`src/rtl/rkwc_pkg.sv`:
```
// Shared constants, event codes and control types for the key whitelist controller.
package rkwc_pkg;

    localparam int DEF_TABLE_DEPTH = 16;
    localparam int DEF_ID_BYTES    = 4;

    localparam int UID_W     = 32;
    localparam int EV_W      = 3;
    localparam int CNT_OUT_W = 5;
    localparam int RES_W     = EV_W + CNT_OUT_W + 1;
    localparam int RES_PAD_W = ((RES_W + 7) / 8) * 8;

    localparam logic [EV_W-1:0] EV_MASTER_SET = 3'd0;
    localparam logic [EV_W-1:0] EV_GRANTED    = 3'd1;
    localparam logic [EV_W-1:0] EV_DENIED     = 3'd2;
    localparam logic [EV_W-1:0] EV_ENTER      = 3'd3;
    localparam logic [EV_W-1:0] EV_ADDED      = 3'd4;
    localparam logic [EV_W-1:0] EV_REMOVED    = 3'd5;
    localparam logic [EV_W-1:0] EV_LEAVE      = 3'd6;
    localparam logic [EV_W-1:0] EV_FULL       = 3'd7;

    typedef struct packed {
        logic load;
        logic scan;
        logic commit;
    } t_dp_cmd;

    typedef struct packed {
        logic scan_last;
    } t_dp_sts;

endpackage

```
`src/rtl/rfid_key_whitelist_controller.sv`:
```
// Top level of the card key whitelist controller.
//
// Each card beat on the slave side gives one result beat on the master side. The first card
// after reset becomes the master key; the master key toggles master mode; other cards are
// checked against the whitelist in normal mode, and removed or added in master mode (event 7
// when no entry is free). Every card passes through the same steps: the beat is taken, each
// table entry is read in turn for the scan through the single read port of the key memory,
// the last entry read is compared, and the result is committed. A new card is accepted while
// the previous result beat waits; the commit of the next card holds until that beat is taken.
// Reset clears the entry valid flags at once, with no clearing pass.
module rfid_key_whitelist_controller
    import rkwc_pkg::*;
#(
    parameter int TABLE_DEPTH = DEF_TABLE_DEPTH,
    parameter int ID_BYTES    = DEF_ID_BYTES
) (
    input  logic                 i_clk,
    input  logic                 i_rst_n,
    input  logic                 i_s_tvalid,
    output logic                 o_s_tready,
    input  logic [UID_W-1:0]     i_s_tdata,  // card_uid[31:0]
    output logic                 o_m_tvalid,
    input  logic                 i_m_tready,
    output logic [RES_PAD_W-1:0] o_m_tdata   // event_res[2:0], stored_count[7:3], admin_mode[8]
);

    t_dp_cmd              cmd;
    t_dp_sts              sts;
    logic [EV_W-1:0]      event_res;
    logic [CNT_OUT_W-1:0] stored_count;
    logic                 admin_mode;

    rkwc_ctrl u_ctrl (
        .i_clk      (i_clk),
        .i_rst_n    (i_rst_n),
        .i_s_tvalid (i_s_tvalid),
        .o_s_tready (o_s_tready),
        .o_m_tvalid (o_m_tvalid),
        .i_m_tready (i_m_tready),
        .o_cmd      (cmd),
        .i_sts      (sts)
    );

    rkwc_dp #(
        .TABLE_DEPTH (TABLE_DEPTH),
        .ID_BYTES    (ID_BYTES)
    ) u_dp (
        .i_clk          (i_clk),
        .i_rst_n        (i_rst_n),
        .i_cmd          (cmd),
        .o_sts          (sts),
        .i_card_uid     (i_s_tdata),
        .o_event_res    (event_res),
        .o_stored_count (stored_count),
        .o_admin_mode   (admin_mode)
    );

    assign o_m_tdata = {(RES_PAD_W - RES_W)'(0), admin_mode, stored_count, event_res};

endmodule

```
`src/rtl/rkwc_ctrl.sv`:
```
// Sequencer for key lookup: accept, table scan, drain, commit, and result beat hold.
module rkwc_ctrl
    import rkwc_pkg::*;
(
    input  logic    i_clk,
    input  logic    i_rst_n,
    input  logic    i_s_tvalid,
    output logic    o_s_tready,
    output logic    o_m_tvalid,
    input  logic    i_m_tready,
    output t_dp_cmd o_cmd,
    input  t_dp_sts i_sts
);

    localparam logic [1:0] ST_IDLE  = 2'd0;
    localparam logic [1:0] ST_SCAN  = 2'd1;
    localparam logic [1:0] ST_DRAIN = 2'd2;
    localparam logic [1:0] ST_DONE  = 2'd3;

    logic [1:0] r_state;
    logic [1:0] n_state;
    logic       r_out_vld;
    logic       n_out_vld;

    always_comb begin
        n_state      = r_state;
        o_cmd.load   = 1'b0;
        o_cmd.scan   = 1'b0;
        o_cmd.commit = 1'b0;
        o_s_tready   = 1'b0;
        unique case (r_state)
            ST_IDLE: begin
                o_s_tready = 1'b1;
                if (i_s_tvalid) begin
                    o_cmd.load = 1'b1;
                    n_state    = ST_SCAN;
                end
            end
            ST_SCAN: begin
                o_cmd.scan = 1'b1;
                if (i_sts.scan_last) begin
                    n_state = ST_DRAIN;
                end
            end
            ST_DRAIN: begin
                n_state = ST_DONE;
            end
            ST_DONE: begin
                if (!r_out_vld || i_m_tready) begin
                    o_cmd.commit = 1'b1;
                    n_state      = ST_IDLE;
                end
            end
            default: begin
                n_state = ST_IDLE;
            end
        endcase
    end

    always_comb begin
        n_out_vld = r_out_vld;
        if (o_cmd.commit) begin
            n_out_vld = 1'b1;
        end else if (r_out_vld && i_m_tready) begin
            n_out_vld = 1'b0;
        end
    end

    always_ff @(posedge i_clk) begin
        if (!i_rst_n) begin
            r_state   <= ST_IDLE;
            r_out_vld <= 1'b0;
        end else begin
            r_state   <= n_state;
            r_out_vld <= n_out_vld;
        end
    end

    assign o_m_tvalid = r_out_vld;

endmodule

```
`src/rtl/rkwc_dp.sv`:
```
// Key table, master key, scan pipeline, decision logic and result register.
module rkwc_dp
    import rkwc_pkg::*;
#(
    parameter int TABLE_DEPTH = DEF_TABLE_DEPTH,
    parameter int ID_BYTES    = DEF_ID_BYTES
) (
    input  logic                 i_clk,
    input  logic                 i_rst_n,
    input  t_dp_cmd              i_cmd,
    output t_dp_sts              o_sts,
    input  logic [UID_W-1:0]     i_card_uid,
    output logic [EV_W-1:0]      o_event_res,
    output logic [CNT_OUT_W-1:0] o_stored_count,
    output logic                 o_admin_mode
);

    localparam int KEY_W = (ID_BYTES * 8 > UID_W) ? UID_W : ID_BYTES * 8;
    localparam int IDX_W = (TABLE_DEPTH > 1) ? $clog2(TABLE_DEPTH) : 1;
    localparam int CNT_W = $clog2(TABLE_DEPTH + 1);
    localparam logic [IDX_W-1:0] LAST_IDX = IDX_W'(TABLE_DEPTH - 1);

    logic [KEY_W-1:0]       r_mem [TABLE_DEPTH];
    logic [TABLE_DEPTH-1:0] r_valid;
    logic [KEY_W-1:0]       r_key;
    logic [KEY_W-1:0]       r_master_key;
    logic                   r_master_vld;
    logic                   r_admin;
    logic [CNT_W-1:0]       r_count;
    logic [IDX_W-1:0]       r_idx;
    logic [KEY_W-1:0]       r_rd_key;
    logic                   r_rd_vld;
    logic [IDX_W-1:0]       r_chk_idx;
    logic                   r_chk_vld;
    logic                   r_found;
    logic [IDX_W-1:0]       r_found_idx;
    logic                   r_free_ok;
    logic [IDX_W-1:0]       r_free_idx;
    logic [EV_W-1:0]        r_ev;
    logic [CNT_OUT_W-1:0]   r_res_count;
    logic                   r_res_admin;

    logic [EV_W-1:0]        n_ev;
    logic [CNT_W-1:0]       n_count;
    logic                   n_admin;
    logic                   n_master_vld;
    logic                   wr_en;
    logic                   clr_en;
    logic                   key_is_master;
    logic [CNT_W+CNT_OUT_W-1:0] cnt_ext;

    assign key_is_master   = (r_key == r_master_key);
    assign o_sts.scan_last = (r_idx == LAST_IDX);

    always_comb begin
        n_ev         = EV_MASTER_SET;
        n_count      = r_count;
        n_admin      = r_admin;
        n_master_vld = r_master_vld;
        wr_en        = 1'b0;
        clr_en       = 1'b0;
        if (!r_master_vld) begin
            n_master_vld = 1'b1;
            n_ev         = EV_MASTER_SET;
        end else if (!r_admin) begin
            if (key_is_master) begin
                n_admin = 1'b1;
                n_ev    = EV_ENTER;
            end else begin
                n_ev = r_found ? EV_GRANTED : EV_DENIED;
            end
        end else if (key_is_master) begin
            n_admin = 1'b0;
            n_ev    = EV_LEAVE;
        end else if (r_found) begin
            clr_en = 1'b1;
            if (r_count != '0) begin
                n_count = r_count - CNT_W'(1);
            end
            n_ev = EV_REMOVED;
        end else if (r_free_ok) begin
            wr_en   = 1'b1;
            n_count = r_count + CNT_W'(1);
            n_ev    = EV_ADDED;
        end else begin
            n_ev = EV_FULL;
        end
    end

    assign cnt_ext = (CNT_W + CNT_OUT_W)'(n_count);

    always_ff @(posedge i_clk) begin
        if (!i_rst_n) begin
            r_valid      <= '0;
            r_master_vld <= 1'b0;
            r_admin      <= 1'b0;
            r_count      <= '0;
            r_idx        <= '0;
            r_chk_vld    <= 1'b0;
            r_found      <= 1'b0;
            r_free_ok    <= 1'b0;
        end else begin
            r_chk_vld <= i_cmd.scan;
            if (i_cmd.load) begin
                r_idx     <= '0;
                r_found   <= 1'b0;
                r_free_ok <= 1'b0;
            end else if (i_cmd.scan && (r_idx != LAST_IDX)) begin
                r_idx <= r_idx + IDX_W'(1);
            end
            if (r_chk_vld) begin
                if (r_rd_vld && (r_rd_key == r_key) && !r_found) begin
                    r_found <= 1'b1;
                end
                if (!r_rd_vld && !r_free_ok) begin
                    r_free_ok <= 1'b1;
                end
            end
            if (i_cmd.commit) begin
                r_master_vld <= n_master_vld;
                r_admin      <= n_admin;
                r_count      <= n_count;
                if (clr_en) begin
                    r_valid[r_found_idx] <= 1'b0;
                end
                if (wr_en) begin
                    r_valid[r_free_idx] <= 1'b1;
                end
            end
        end
    end

    always_ff @(posedge i_clk) begin
        r_rd_key  <= r_mem[r_idx];
        r_rd_vld  <= r_valid[r_idx];
        r_chk_idx <= r_idx;
        if (i_cmd.load) begin
            r_key <= i_card_uid[KEY_W-1:0];
        end
        if (r_chk_vld && r_rd_vld && (r_rd_key == r_key) && !r_found) begin
            r_found_idx <= r_chk_idx;
        end
        if (r_chk_vld && !r_rd_vld && !r_free_ok) begin
            r_free_idx <= r_chk_idx;
        end
        if (i_cmd.commit) begin
            if (!r_master_vld) begin
                r_master_key <= r_key;
            end
            if (wr_en) begin
                r_mem[r_free_idx] <= r_key;
            end
            r_ev        <= n_ev;
            r_res_count <= cnt_ext[CNT_OUT_W-1:0];
            r_res_admin <= n_admin;
        end
    end

    assign o_event_res    = r_ev;
    assign o_stored_count = r_res_count;
    assign o_admin_mode   = r_res_admin;

endmodule

```
`config.mk`:
```
export PLATFORM = sky130hd
export DESIGN_NAME = rfid_key_whitelist_controller
export DESIGN_NICKNAME = d
export VERILOG_FILES = /design/src/rtl/rkwc_pkg.sv /design/src/rtl/rfid_key_whitelist_controller.sv /design/src/rtl/rkwc_ctrl.sv /design/src/rtl/rkwc_dp.sv
export SDC_FILE = /design/constraint.sdc
export NUM_CORES = 1
export LEC_CHECK = 0
export ABC_AREA = 0
export BUFFER_PORTS_ARGS = -buffer_cell sky130_fd_sc_hd__buf_2
export CORE_MARGIN = 3
export CORE_UTILIZATION = 55
export CTS_CLUSTER_DIAMETER = 80
export CTS_CLUSTER_SIZE = 16
export DETAILED_ROUTE_END_ITERATION = 16
export PLACE_DENSITY = 0.71
export SYNTH_ARGS = -nofsm -noshare
export SYNTH_HDL_FRONTEND = slang
export SYNTH_SLANG_ARGS = --single-unit
```
`constraint.sdc`:
```
create_clock -name i_clk -period 6.52 [get_ports i_clk]
set_input_delay 0.326 -clock i_clk [delete_from_list [all_inputs] [get_ports i_clk]]
set_output_delay 0.326 -clock i_clk [all_outputs]
set_load 0.05 [all_outputs]
```
# Word-level counts from Yosys, hierarchy flattened
# Memories as Yosys holds them, arrays and structs flattened. A register that Yosys moved wholly into a read port is not among the register bits.
# Cells that the tools add are included.
# Widths: inputs -> output; s select.
# word_totals
regBits	119
ramBits	512
in_bits	36
output_inout_bits	18
word_cells	122
n_memories	1
# classes
n_addsub	3
n_lt_le_gt_ge	5
n_eq_ne	10
n_mux	56
n_bitwise	5
reduce_logical	23
# memory_table
memory	depth	width	read_ports	rd_clocked_by_memory_dff	write_ports	line	source
u_dp.r_mem	16	32	1	1	1	rkwc_dp.sv:23	logic [KEY_W-1:0] r_mem [TABLE_DEPTH];
# ops
operator	count
$eq 32x32->1	2
$mux 16	4
$mux 1	33
$mux 5	6
$and 16x16->16	1
$not 16->16	1
$or 16x16->16	1
$lt 4x5->1 const B	3
$logic_and 1x1->1	12
$mux 3	4
$mux 2	5
$demux 1 s4	2
$ge 4x1->1 const B	2
$pmux 2 s4	1
$add 5x1->5 const B	1
$reduce_bool 5->1	1
$sub 5x1->5 const B	1
$add 4x1->4 const B	1
$bmux 1 s4	1
$eq 2x2->1 const B	2
$eq 4x4->1 const B	1
$logic_not 1->1	4
$ne 2x2->1 const B	2
$ne 4x4->1 const B	1
9 further kinds	10

# Longest topological paths before layout
# Gate-level depths: netlist (run 1).
# logic_depth
ltp_word	11
mapped_depth	8

# Hierarchy
# From an unflattened synthesis (run 1), not the netlist that was laid out.
# hier_totals
cells_unflattened	1164
area_unflattened_um2	25224.2
# by_module_without_submodules
mod	instances	cells_each	area_each_um2	seq_area_each_um2
rkwc_dp	1	1132	24945.2	19148.4
rkwc_ctrl	1	23	215.2	60.1
rfid_key_whitelist_controller	1	9	63.8	0.0

# Worst setup path after synthesis (run 1)
# No wires, ideal clock.
# synth_timing
kind	register to register
from	register u_dp.r_key[6]
to	memory u_dp.r_mem[4][0] in the netlist's numbering, enable pin
setup_time_ns	0.461
arrival_ns	3.847
path_slack_ns	2.212
path_stages_with_launch	8
path_buffers	1
period_less_slack_ns	4.308
cell_sequence	edfxtp_1 > xnor2_1 > nand4_1 > nor4_4 > a211oi_2 > buf_4 > nand4b_2 > nor3_1
# synth_via
elab_chain_cells	7
# synth_rtl
element	line	source
start, declared	rkwc_dp.sv:25	logic [KEY_W-1:0] r_key;
start signal, assigned	rkwc_dp.sv:138	r_key <= i_card_uid[KEY_W-1:0];
$eq 32x32->1	rkwc_dp.sv:52	assign key_is_master = (r_key == r_master_key);
$mux 1	rkwc_dp.sv:72	end else if (key_is_master) begin
$mux 1	rkwc_dp.sv:65	end else if (!r_admin) begin
$mux 1	rkwc_dp.sv:62	if (!r_master_vld) begin
$mux 1	rkwc_dp.sv:150	if (wr_en) begin
$mux 1	rkwc_dp.sv:146	if (i_cmd.commit) begin
$mux 1 (not written as such)	rkwc_dp.sv:151	r_mem[r_free_idx] <= r_key;
end, declared	rkwc_dp.sv:23	
# Every way passes these cells.

# Worst setup path in the final report (run 1)
# layout_timing
from	register u_dp.r_key[24]
to	memory u_dp.r_mem[15][31] in the netlist's numbering, enable pin
# The elaborated chain is that of the path after synthesis.

==> flow_metrics.py, run 1 <==
metrics = {
    "setup_path": {
        "r2r_end": "u_dp.r_mem[15][31]",
        "reg2reg_depth": 7,
        "cp.arrival_ns": 4.71,
        "endpoint_kind": "flip-flop",
        "rrSetupSlack_ns": 2.05,
        "reg2reg_from": "u_dp.r_key[24]",
        "crit_type": "reg2reg",
        "crit_path_start": "u_dp.r_key[24]",
        "critPathCapture": "u_dp.r_mem[15][31]",
        "cp.required_ns": 6.77,
        "start_kind": "flip-flop",
        "cp_max_fo": 19,
    },
    "grt": {
        "antenna_found_initial": 0,
        "grt-ovfl-total": 0,
        "grt_busiest_layer": "met2",
        "gr-usage-all-layers_pct": 21.9,
        "use_met1_pct": 33.3,
        "grt_pass1_vias": 11700,
        "grt_max_degree": 74,
        "grt_pass1_wl_um": 77100,
        "met2_usage_pct": 35.0,
        "grtUsageMet3_pct": 3.30,
    },
    "drt": {
        "drt_pass1_iterations": 5,
        "postRouteAntennaNets": 0,
        "drt_iter0_drc": 1234,
        "drc_errors": 0,
        "routedWlPerCell_um": 27.0,
        "vias": 11700,
        "finalWirelength_um": 51500,
        "vias_per_cell": 6.12,
    },
    "final_layout": {
        "multi_input_area_sq_mm": 0.00577,
        "fin_nets": 1323,
        "final_cell_mix": "edfxtp_1 (593), mux4_2 (165), dfxtp_1 (66)",
        "drive_above_1_share_pct": 24.4,
        "fill_cells": 3094,
        "mostFrequentLayoutCell": "edfxtp_1",
        "synthToLayoutAreaGrowth_pct": 10.4,
        "utilization_pct": 62.2,
        "diodes": 0,
        "area.sequential_sq_mm": 0.0192,
    },
    "die": {
        "die_h_um": 220,
        "rows": 77,
        "dieWidth_um": 220,
        "initial_core_util_pct": 56.3,
        "core_sq_mm": 0.0448,
        "dieArea_sq_mm": 0.0485,
        "io_pins": 54,
    },
    "sta": {
        "slew_violations": 0,
        "clock_skew_ns": 0.0208,
        "rsz0062_at_grt": "no",
        "whs_ns": 0.0468,
        "min_period_over_period_pct": 68.5,
        "setup_viol": 0,
        "timing_worst_slew_pin_value_ns": 1.13,
        "final-hold-violation-count": 0,
        "layout_min_cycle_time_ns": 4.47,
        "setup_slack_ns": 2.05,
        "fin_setup_tns_ns": 0,
        "fmax_ghz": 0.224,
        "slew_headroom_pct": 24.5,
    },
    "synthesis": {
        "synth_xor_area_share_pct": 2.46,
        "synth-simple-area-share_pct": 3.21,
        "synth_seq_cells": 663,
        "synth-edff-count": 593,
        "synth_flop_cell": "edfxtp_1",
        "netlist_area_sq_mm": 0.0252,
        "syn_area_per_cell_sq_um": 21.3,
        "seq_area_frac_synth_pct": 76.1,
        "synth.area.mux_share_pct": 15.0,
        "yosys_warnings": 0,
        "synth_compound_area_share_pct": 1.24,
        "ys_async_sr_fraction_pct": 0,
        "synthAdderAreaFrac_pct": 0.347,
        "syn-instance-count": 1184,
        "synth_top_family_by_area": "multiplexers",
        "ys_types": 51,
    },
    "run_status": {
        "outcome": "finished, final reports clean",
    },
    "clock_network": {
        "clock-root-buffer": "clkbuf_16",
        "cts.sinks": 663,
        "cts_tree": "yes",
        "clk_latency_ns": 0.58,
        "numCtsBuffers": 47,
        "post_cts_resize_count": 0,
        "clkSlewWorstSetupHoldPaths_ns": 0.07,
        "clk_path_buf_depth": 3,
        "cts-htree-levels": 2,
    },
    "power": {
        "p_leak_nw": 8.58,
        "powerDensity_mw_per_mm2": 326,
        "ir_worst_vdd_uv": 251,
    },
    "placed_design": {
        "dp_hpwl_um": 28200,
        "gp_congestion": 0.779,
        "dpl_worst_slack_ns": 2.03,
        "io_buffers": 46,
    },
    "worst_hold_path": {
        "hold_path_class": "in2reg",
    },
    "flow_run": {
        "maxCapViolCount": 0,
    },
}
where the power goes:
part	switching, mW	leakage (nW)	internal (mW)
registers	0.320	5.93	4.98
logic	0.555	2.02	0.539
clock network	1.33	0.632	1.36
what timing repair did:
| action | in CTS | in global routing |
|---|---|---|
| setup buffers | 0 | 0 |
| hold endpoints to repair | 31 | 1 |
| hold buffers | 31 | 1 |
synth_stat cells, types with 3 or more instances:
cell type  instances  share of area [%]
edfxtp_1         593                 71
mux4_2           165                 15
dfxtp_1           70                5.6
xnor2_1           57                2.0
nand2_1           32               0.48
nor2_1            29               0.43
clkbuf_1          23               0.34
nor3_1            18               0.36
o22ai_1           18               0.45
nand4_1           17               0.42
and3_1            15               0.37
buf_2             15               0.30
xor2_1            14               0.49
inv_1             12               0.18
nor4_1            11               0.27
buf_4              9               0.27
nand2b_1           9               0.22
buf_1              8               0.12
buf_6              8               0.36
ha_1               7               0.35
nand3_1            6               0.12
mux2i_1            5               0.20
a21oi_1            4              0.079
and2_1             3              0.074
nor2b_1            3              0.074
layout make-up:
type | count | area share (%)
well taps | 592 | 2.66
flip-flops and latches | 663 | 69.0
inverters | 12 | 0.162
repair buffers | 104 | 2.72
multi-input cells | 452 | 20.7
clock buffers | 81 | 4.68
clock inverters | 3 | 0.0808
worst max-delay path, stage by stage (launching register included):
cell and delay (ns):
edfxtp_1 0.74, xnor2_1 0.26, nand4_1 0.20, nor4_4 0.08
a211oi_2 0.81, nand4_1 0.75, nor2_4 0.84, buf_4 0.43
sequential cells by signal (all words and copies together) (netlist names), 4 cells and up:
name,cells
u_dp.r_free_idx,4
u_dp.r_count,5
u_dp.r_chk_idx,4
u_dp.r_master_key,32
u_dp.r_found_idx,4
u_dp.r_mem,512
u_dp.r_key,32
u_dp.o_stored_count,5
u_dp.r_rd_key,32
u_dp.r_valid,16
u_dp.r_idx,4
cell families after synthesis:
family / after synthesis
flip-flops: 663
multiplexers: 172
AND/OR/NAND/NOR: 152
buffers and inverters: 75
XOR/XNOR: 71
AO/OA/AOI/OAI: 43
adder cells (fa/ha/maj): 7
other: 1
routing by layer:
metal,up-vias,part of all wire (%)
met5,-,0
met4,0,1.6
met3,61,5.7
met2,390,49
met1,6203,44
li1,5022,-
stage by stage:
stage	power (mW)	cells	instance area (sq um)
final	9.08	1907	27900
after CTS	9.18	1906	27800
after global placement	6.46	1791	26200
after global routing	9.43	1907	27900
after detailed placement	6.50	1791	26200
after floorplan	6.13	1190	25300
how the worst min path moves through the flow:
stage,startpoint,endpoint,cells past startpoint
global route,i_m_tready,u_ctrl.o_m_tvalid,4
finish,i_m_tready,u_ctrl.o_m_tvalid,4
CTS,i_s_tdata[5],u_dp.r_key[5],1
detailed placement,u_dp.r_chk_idx[1],u_dp.r_found_idx[1],0
global placement,u_dp.r_chk_idx[2],u_dp.r_found_idx[2],0
floorplan,u_dp.r_idx[3],u_dp.r_chk_idx[3],0
No activity file was read; power rests on OpenSTA's default activity.
==> inputs of run 2 (changes only) <==
==> constraint.sdc (replaced) <==
create_clock -name i_clk -period 4.25 [get_ports i_clk]
set_input_delay 0.2125 -clock i_clk [delete_from_list [all_inputs] [get_ports i_clk]]
set_output_delay 0.2125 -clock i_clk [all_outputs]
set_load 0.05 [all_outputs]
==> flow_metrics.py, run 2 (synthesized netlist as in run 1, its figures left out) <==
metrics = {
    "clock_network": {
        "cts_setup_buffers": 0,
        "clock-root-buffer": "clkbuf_16",
        "clk_path_buf_depth": 3,
        "clkSlewWorstSetupHoldPaths_ns": 0.07,
        "post_cts_resize_count": 0,
        "numCtsBuffers": 47,
        "cts_hold_buf": 33,
        "cts_tree": "yes",
        "cts-htree-levels": 2,
        "cts.sinks": 663,
        "clk_latency_ns": 0.61,
    },
    "placed_design": {
        "dp_hpwl_um": 31700,
        "dp.cells": 1836,
        "dpl_worst_slack_ns": 0.453,
        "place_area_sq_mm": 0.0267,
        "io_buffers": 46,
        "gp_congestion": 0.875,
    },
    "sta": {
        "final-hold-violation-count": 0,
        "layout_min_cycle_time_ns": 3.81,
        "clock_skew_ns": 0.0186,
        "slew_violations": 0,
        "min_period_over_period_pct": 89.6,
        "whs_ns": 0.0424,
        "setup_viol": 0,
        "setup_slack_ns": 0.443,
        "fin_setup_tns_ns": 0,
        "timing_worst_slew_pin_value_ns": 1.01,
        "rsz0062_at_grt": "no",
        "fmax_ghz": 0.263,
        "slew_headroom_pct": 32.6,
    },
    "die": {
        "core_sq_mm": 0.0448,
        "dieArea_sq_mm": 0.0485,
        "io_pins": 54,
        "die_h_um": 220,
        "dieWidth_um": 220,
        "rows": 77,
        "initial_core_util_pct": 56.3,
    },
    "run_status": {
        "outcome": "finished, final reports clean",
    },
    "drt": {
        "postRouteAntennaNets": 0,
        "wl_met1_um": 23500,
        "drt_pass1_iterations": 5,
        "drc_errors": 0,
        "vias": 12100,
        "drt_iter0_drc": 1306,
        "vias_per_cell": 6.16,
        "wl_met2_um": 26900,
        "routedWlPerCell_um": 28.1,
        "finalWirelength_um": 54900,
        "routed.top_layer": "met5",
        "dr_wl_met3_um": 3770,
    },
    "final_layout": {
        "fin_nets": 1369,
        "synthToLayoutAreaGrowth_pct": 12.5,
        "area.sequential_sq_mm": 0.0192,
        "regMostFlops": "u_dp.r_mem",
        "drive_above_1_share_pct": 27.0,
        "final_cell_mix": "edfxtp_1 (593), mux4_2 (165), dfxtp_1 (66)",
        "mostFrequentLayoutCell": "edfxtp_1",
        "utilization_pct": 63.4,
        "layoutNonFillerInstCount": 1957,
        "largest_reg_flops": 512,
        "final_area_sq_mm": 0.0284,
        "fill_cells": 3060,
        "diodes": 0,
        "multi_input_area_sq_mm": 0.00578,
    },
    "setup_path": {
        "cp_max_fo": 19,
        "endpoint_kind": "flip-flop",
        "rrSetupSlack_ns": 0.44,
        "start_kind": "flip-flop",
        "r2r_end": "u_dp.r_mem[7][16]",
        "reg2reg_from": "u_dp.r_key[10]",
        "crit_type": "reg2reg",
        "cp.arrival_ns": 4.12,
        "cp.required_ns": 4.57,
        "reg2reg_depth": 8,
    },
    "grt": {
        "grt_pass1_vias": 12200,
        "gr-usage-all-layers_pct": 23.7,
        "grt-ovfl-total": 0,
        "antenna_found_initial": 1,
        "grt_max_degree": 48,
        "grt_pass1_wl_um": 82700,
    },
    "power": {
        "p_leak_nw": 8.86,
        "powerDensity_mw_per_mm2": 498,
        "ir_worst_vdd_uv": 380,
        "finalPower_mw": 14.2,
    },
    "worst_hold_path": {
        "hold_start": "i_s_tvalid",
        "hold_path_end": "u_ctrl.r_state[0]",
        "hold_path_depth": 5,
        "hold_path_class": "in2reg",
    },
    "flow_run": {
        "maxCapViolCount": 0,
    },
}
-- run 2: cell count changes in the layout (fill, tap and decap cells not counted) --
cell,change
clkinv_16,+1
clkinv_8,+1
buf_4,+35
clkbuf_1,+2
nor3_4,+2
buf_12,+10
nor3_2,-2
dfxtp_4,-1
dfxtp_2,+1
dlygate4sd3_1,+1
-- run 2: worst max path at each step --
stage,from,end,slack (ns),depth (start not counted)
after floorplan,u_dp.r_key[6],u_dp.r_mem[5][0],0.06,6
after global placement,u_dp.r_key[10],u_dp.r_mem[7][10],0.57,8
after detailed placement,u_dp.r_key[10],u_dp.r_mem[7][10],0.45,8
after CTS,u_dp.r_key[10],u_dp.r_mem[7][7],0.46,8
after global routing,u_dp.r_key[10],u_dp.r_mem[7][16],0.19,8
final,u_dp.r_key[10],u_dp.r_mem[7][16],0.44,8
-- run 2: worst max-delay path, stage by stage (launching register included) --
cell	delay [ns]
edfxtp_1	0.74
xnor2_1	0.21
nand4_1	0.18
nor4_4	0.08
a211oi_2	0.86
nand4_1	0.40
buf_4	0.29
nor2_4	0.52
buf_12	0.23
-- run 2: area by class of cell --
class	instances	area share (%)
repair buffers	150	4.34
clock buffers	83	4.62
multi-input cells	452	20.4
flip-flops and latches	663	67.7
clock inverters	5	0.242
inverters	12	0.159
well taps	592	2.61
-- run 2: layer usage --
metal / up-vias / global-route usage, %
li1: 5123 / -
met1: 6422 / 35.8
met2: 442 / 37.9
met3: 68 / 3.68
met4: 2 / 4.61
met5: - / 0
-- run 2: where the power goes --
group	switching (mW)	total [mW]	internal, mW
clock network	2.13	4.24	2.11
registers	0.237	7.86	7.63
logic	1.13	2.05	0.913
total	3.50	14.2	10.7
==> inputs of run 3 (changes only) <==
--- a/config.mk
+++ b/config.mk
@@ -7,12 +7,16 @@
 export LEC_CHECK = 0
 export ABC_AREA = 0
 export BUFFER_PORTS_ARGS = -buffer_cell sky130_fd_sc_hd__buf_2
+export CELL_PAD_IN_SITES_DETAIL_PLACEMENT = 1
+export CELL_PAD_IN_SITES_GLOBAL_PLACEMENT = 2
 export CORE_MARGIN = 3
-export CORE_UTILIZATION = 55
+export CORE_UTILIZATION = 50
 export CTS_CLUSTER_DIAMETER = 80
 export CTS_CLUSTER_SIZE = 16
 export DETAILED_ROUTE_END_ITERATION = 16
-export PLACE_DENSITY = 0.71
+export HOLD_SLACK_MARGIN = 0.15
+export PLACE_DENSITY_LB_ADDON = 0.1
+export SLEW_MARGIN = 10
 export SYNTH_ARGS = -nofsm -noshare
 export SYNTH_HDL_FRONTEND = slang
 export SYNTH_SLANG_ARGS = --single-unit
==> flow_metrics.py, run 3 (synthesized netlist as in run 1, its figures left out) <==
metrics = {
    "setup_path": {
        "cpPeakStageDelay_ns": 0.81,
        "start_kind": "flip-flop",
        "rrSetupSlack_ns": 0.48,
        "cp_max_fo": 25,
        "cp.depth": 7,
        "cp_common_cell": "nand4_1",
        "crit_path_start": "u_dp.r_key[30]",
        "critPathCapture": "u_dp.r_mem[5][17]",
        "endpoint_kind": "flip-flop",
        "cpLargestDelayFamily": "simple AND/OR/NAND/NOR gates",
        "reg2reg_from": "u_dp.r_key[30]",
        "r2r_end": "u_dp.r_mem[5][17]",
        "crit_type": "reg2reg",
        "reg2reg_depth": 7,
        "cp_cell_sequence": "xnor2_1 > nand4_1 > nor4_2 > a211oi_2 > nand4_1 > nor3_2 > buf_4",
        "cp.arrival_ns": 3.99,
        "path_buf_inv": 1,
        "cp.required_ns": 4.47,
        "critPathSlowestCell": "a211oi_2",
    },
    "grt": {
        "gr-usage-all-layers_pct": 23.3,
        "grt-ovfl-total": 0,
        "grt_pass1_vias": 12900,
        "grt_max_degree": 64,
        "antenna_found_initial": 1,
        "grt_pass1_wl_um": 89400,
    },
    "final_layout": {
        "largest_reg_flops": 512,
        "area.sequential_sq_mm": 0.0192,
        "diodes": 0,
        "multi_input_area_sq_mm": 0.00578,
        "regMostFlops": "u_dp.r_mem",
        "fill_cells": 4251,
        "fin_nets": 1380,
        "synthToLayoutAreaGrowth_pct": 13.0,
        "mostFrequentLayoutCell": "edfxtp_1",
        "utilization_pct": 57.8,
        "final_cell_mix": "edfxtp_1 (593), mux4_2 (165), buf_4 (73)",
        "final_area_sq_mm": 0.0285,
        "drive_above_1_share_pct": 27.6,
    },
    "sta": {
        "fmax_ghz": 0.265,
        "setup_viol": 0,
        "fin_setup_tns_ns": 0,
        "rsz0062_at_grt": "no",
        "setup_slack_ns": 0.480,
        "clock_skew_ns": 0.0188,
        "slew_headroom_pct": 24.2,
        "slew_violations": 0,
        "min_period_over_period_pct": 88.7,
        "layout_min_cycle_time_ns": 3.77,
        "timing_worst_slew_pin_value_ns": 1.14,
        "final-hold-violation-count": 0,
    },
    "drt": {
        "vias": 12100,
        "routedWlPerCell_um": 29.7,
        "drt_iter0_drc": 1084,
        "postRouteAntennaNets": 0,
        "finalWirelength_um": 60300,
        "drc_errors": 0,
        "vias_per_cell": 5.94,
        "drt_pass1_iterations": 8,
    },
    "flow_run": {
        "maxCapViolCount": 0,
    },
    "clock_network": {
        "clkSlewWorstSetupHoldPaths_ns": 0.07,
        "numCtsBuffers": 47,
        "cts_tree": "yes",
        "clock-root-buffer": "clkbuf_16",
        "cts-htree-levels": 2,
        "clk_latency_ns": 0.60,
        "clk_path_buf_depth": 3,
        "cts.sinks": 663,
    },
    "worst_hold_path": {
        "hold_path_class": "in2reg",
    },
    "power": {
        "clkPwrFrac_pct": 30.0,
        "seq_power_share_pct": 55.2,
        "netSwitchingFraction_pct": 24.9,
        "ir_worst_vdd_uv": 396,
        "powerDensity_mw_per_mm2": 501,
        "p_leak_nw": 8.91,
        "combPwrFrac_pct": 14.9,
        "power_switching_mw": 3.55,
        "intPower_mw": 10.7,
    },
    "die": {
        "core_sq_mm": 0.0494,
        "dieArea_sq_mm": 0.0532,
        "die_h_um": 231,
        "rows": 81,
        "dieWidth_um": 231,
        "io_pins": 54,
        "initial_core_util_pct": 51.1,
    },
    "placed_design": {
        "io_buffers": 46,
        "dp_hpwl_um": 35400,
        "place_area_sq_mm": 0.0268,
        "gp_congestion": 0.756,
        "dpl_worst_slack_ns": 0.513,
    },
    "run_status": {
        "outcome": "finished, final reports clean",
    },
}
[run 3: cell count changes in the layout (fill, tap and decap cells not counted), moves of 2 or more]
cell,delta
buf_4,+13
clkbuf_1,-9
buf_12,-4
dlygate4sd3_1,+2
[run 3: final cells by class]
class / instances / area share [%]
clock inverter: 5 / 0.224
multi-input combinational: 452 / 20.3
timing repair buffer: 161 / 4.45
sequential: 663 / 67.4
inverter: 12 / 0.158
clock buffer: 75 / 4.57
tap: 664 / 2.91
[run 3: worst min-delay path by stage]
stage                             start        endpoint  depth (start not counted)
final                     i_s_tdata[19]  u_dp.r_key[19]                          2
after CTS                 i_s_tdata[19]  u_dp.r_key[19]                          2
after global routing      i_s_tdata[19]  u_dp.r_key[19]                          2
after detailed placement   i_s_tdata[0]   u_dp.r_key[0]                          1
after global placement     i_s_tdata[1]   u_dp.r_key[1]                          1
after floorplan            i_s_tdata[0]   u_dp.r_key[0]                          0
[run 3: power groups by stage]
stage	combinational [mW]	sequential, mW	clock [mW]
floorplan	1.34	8.07	0
global placement	2.11	8.02	0
detailed placement	2.14	8.04	0
CTS	2.17	7.89	4.40
global route	2.29	7.92	4.66
finish	2.12	7.88	4.28
[run 3: metrics by stage]
stage | power [mW] | hold slack, ns | cells
6_report | 14.3 | 0.329 | 2032
4_1_cts | 14.5 | 0.291 | 2032
3_5_place_dp | 10.2 | 0.392 | 1917
2_1_floorplan | 9.41 | 0.311 | 1190
5_1_grt | 14.9 | 0.308 | 2032
3_3_place_gp | 10.1 | 0.389 | 1917
[run 3: metal layers]
metal / vias up / GRT usage (%) / wire, um
li1: 5123 / - / -
met1: 6561 / 33.9 / 26300
met2: 317 / 38.5 / 30100
met3: 63 / 3.18 / 2800
met4: 0 / 5.02 / 1080
met5: - / 0 / 0
[run 3: timing repair]
action	4_1_cts	5_1_grt
endpoints found under the hold margin	58	0
setup endpoints to repair	0	0
setup buffers	0	0
hold buffers	35	0
resized for setup	0	0
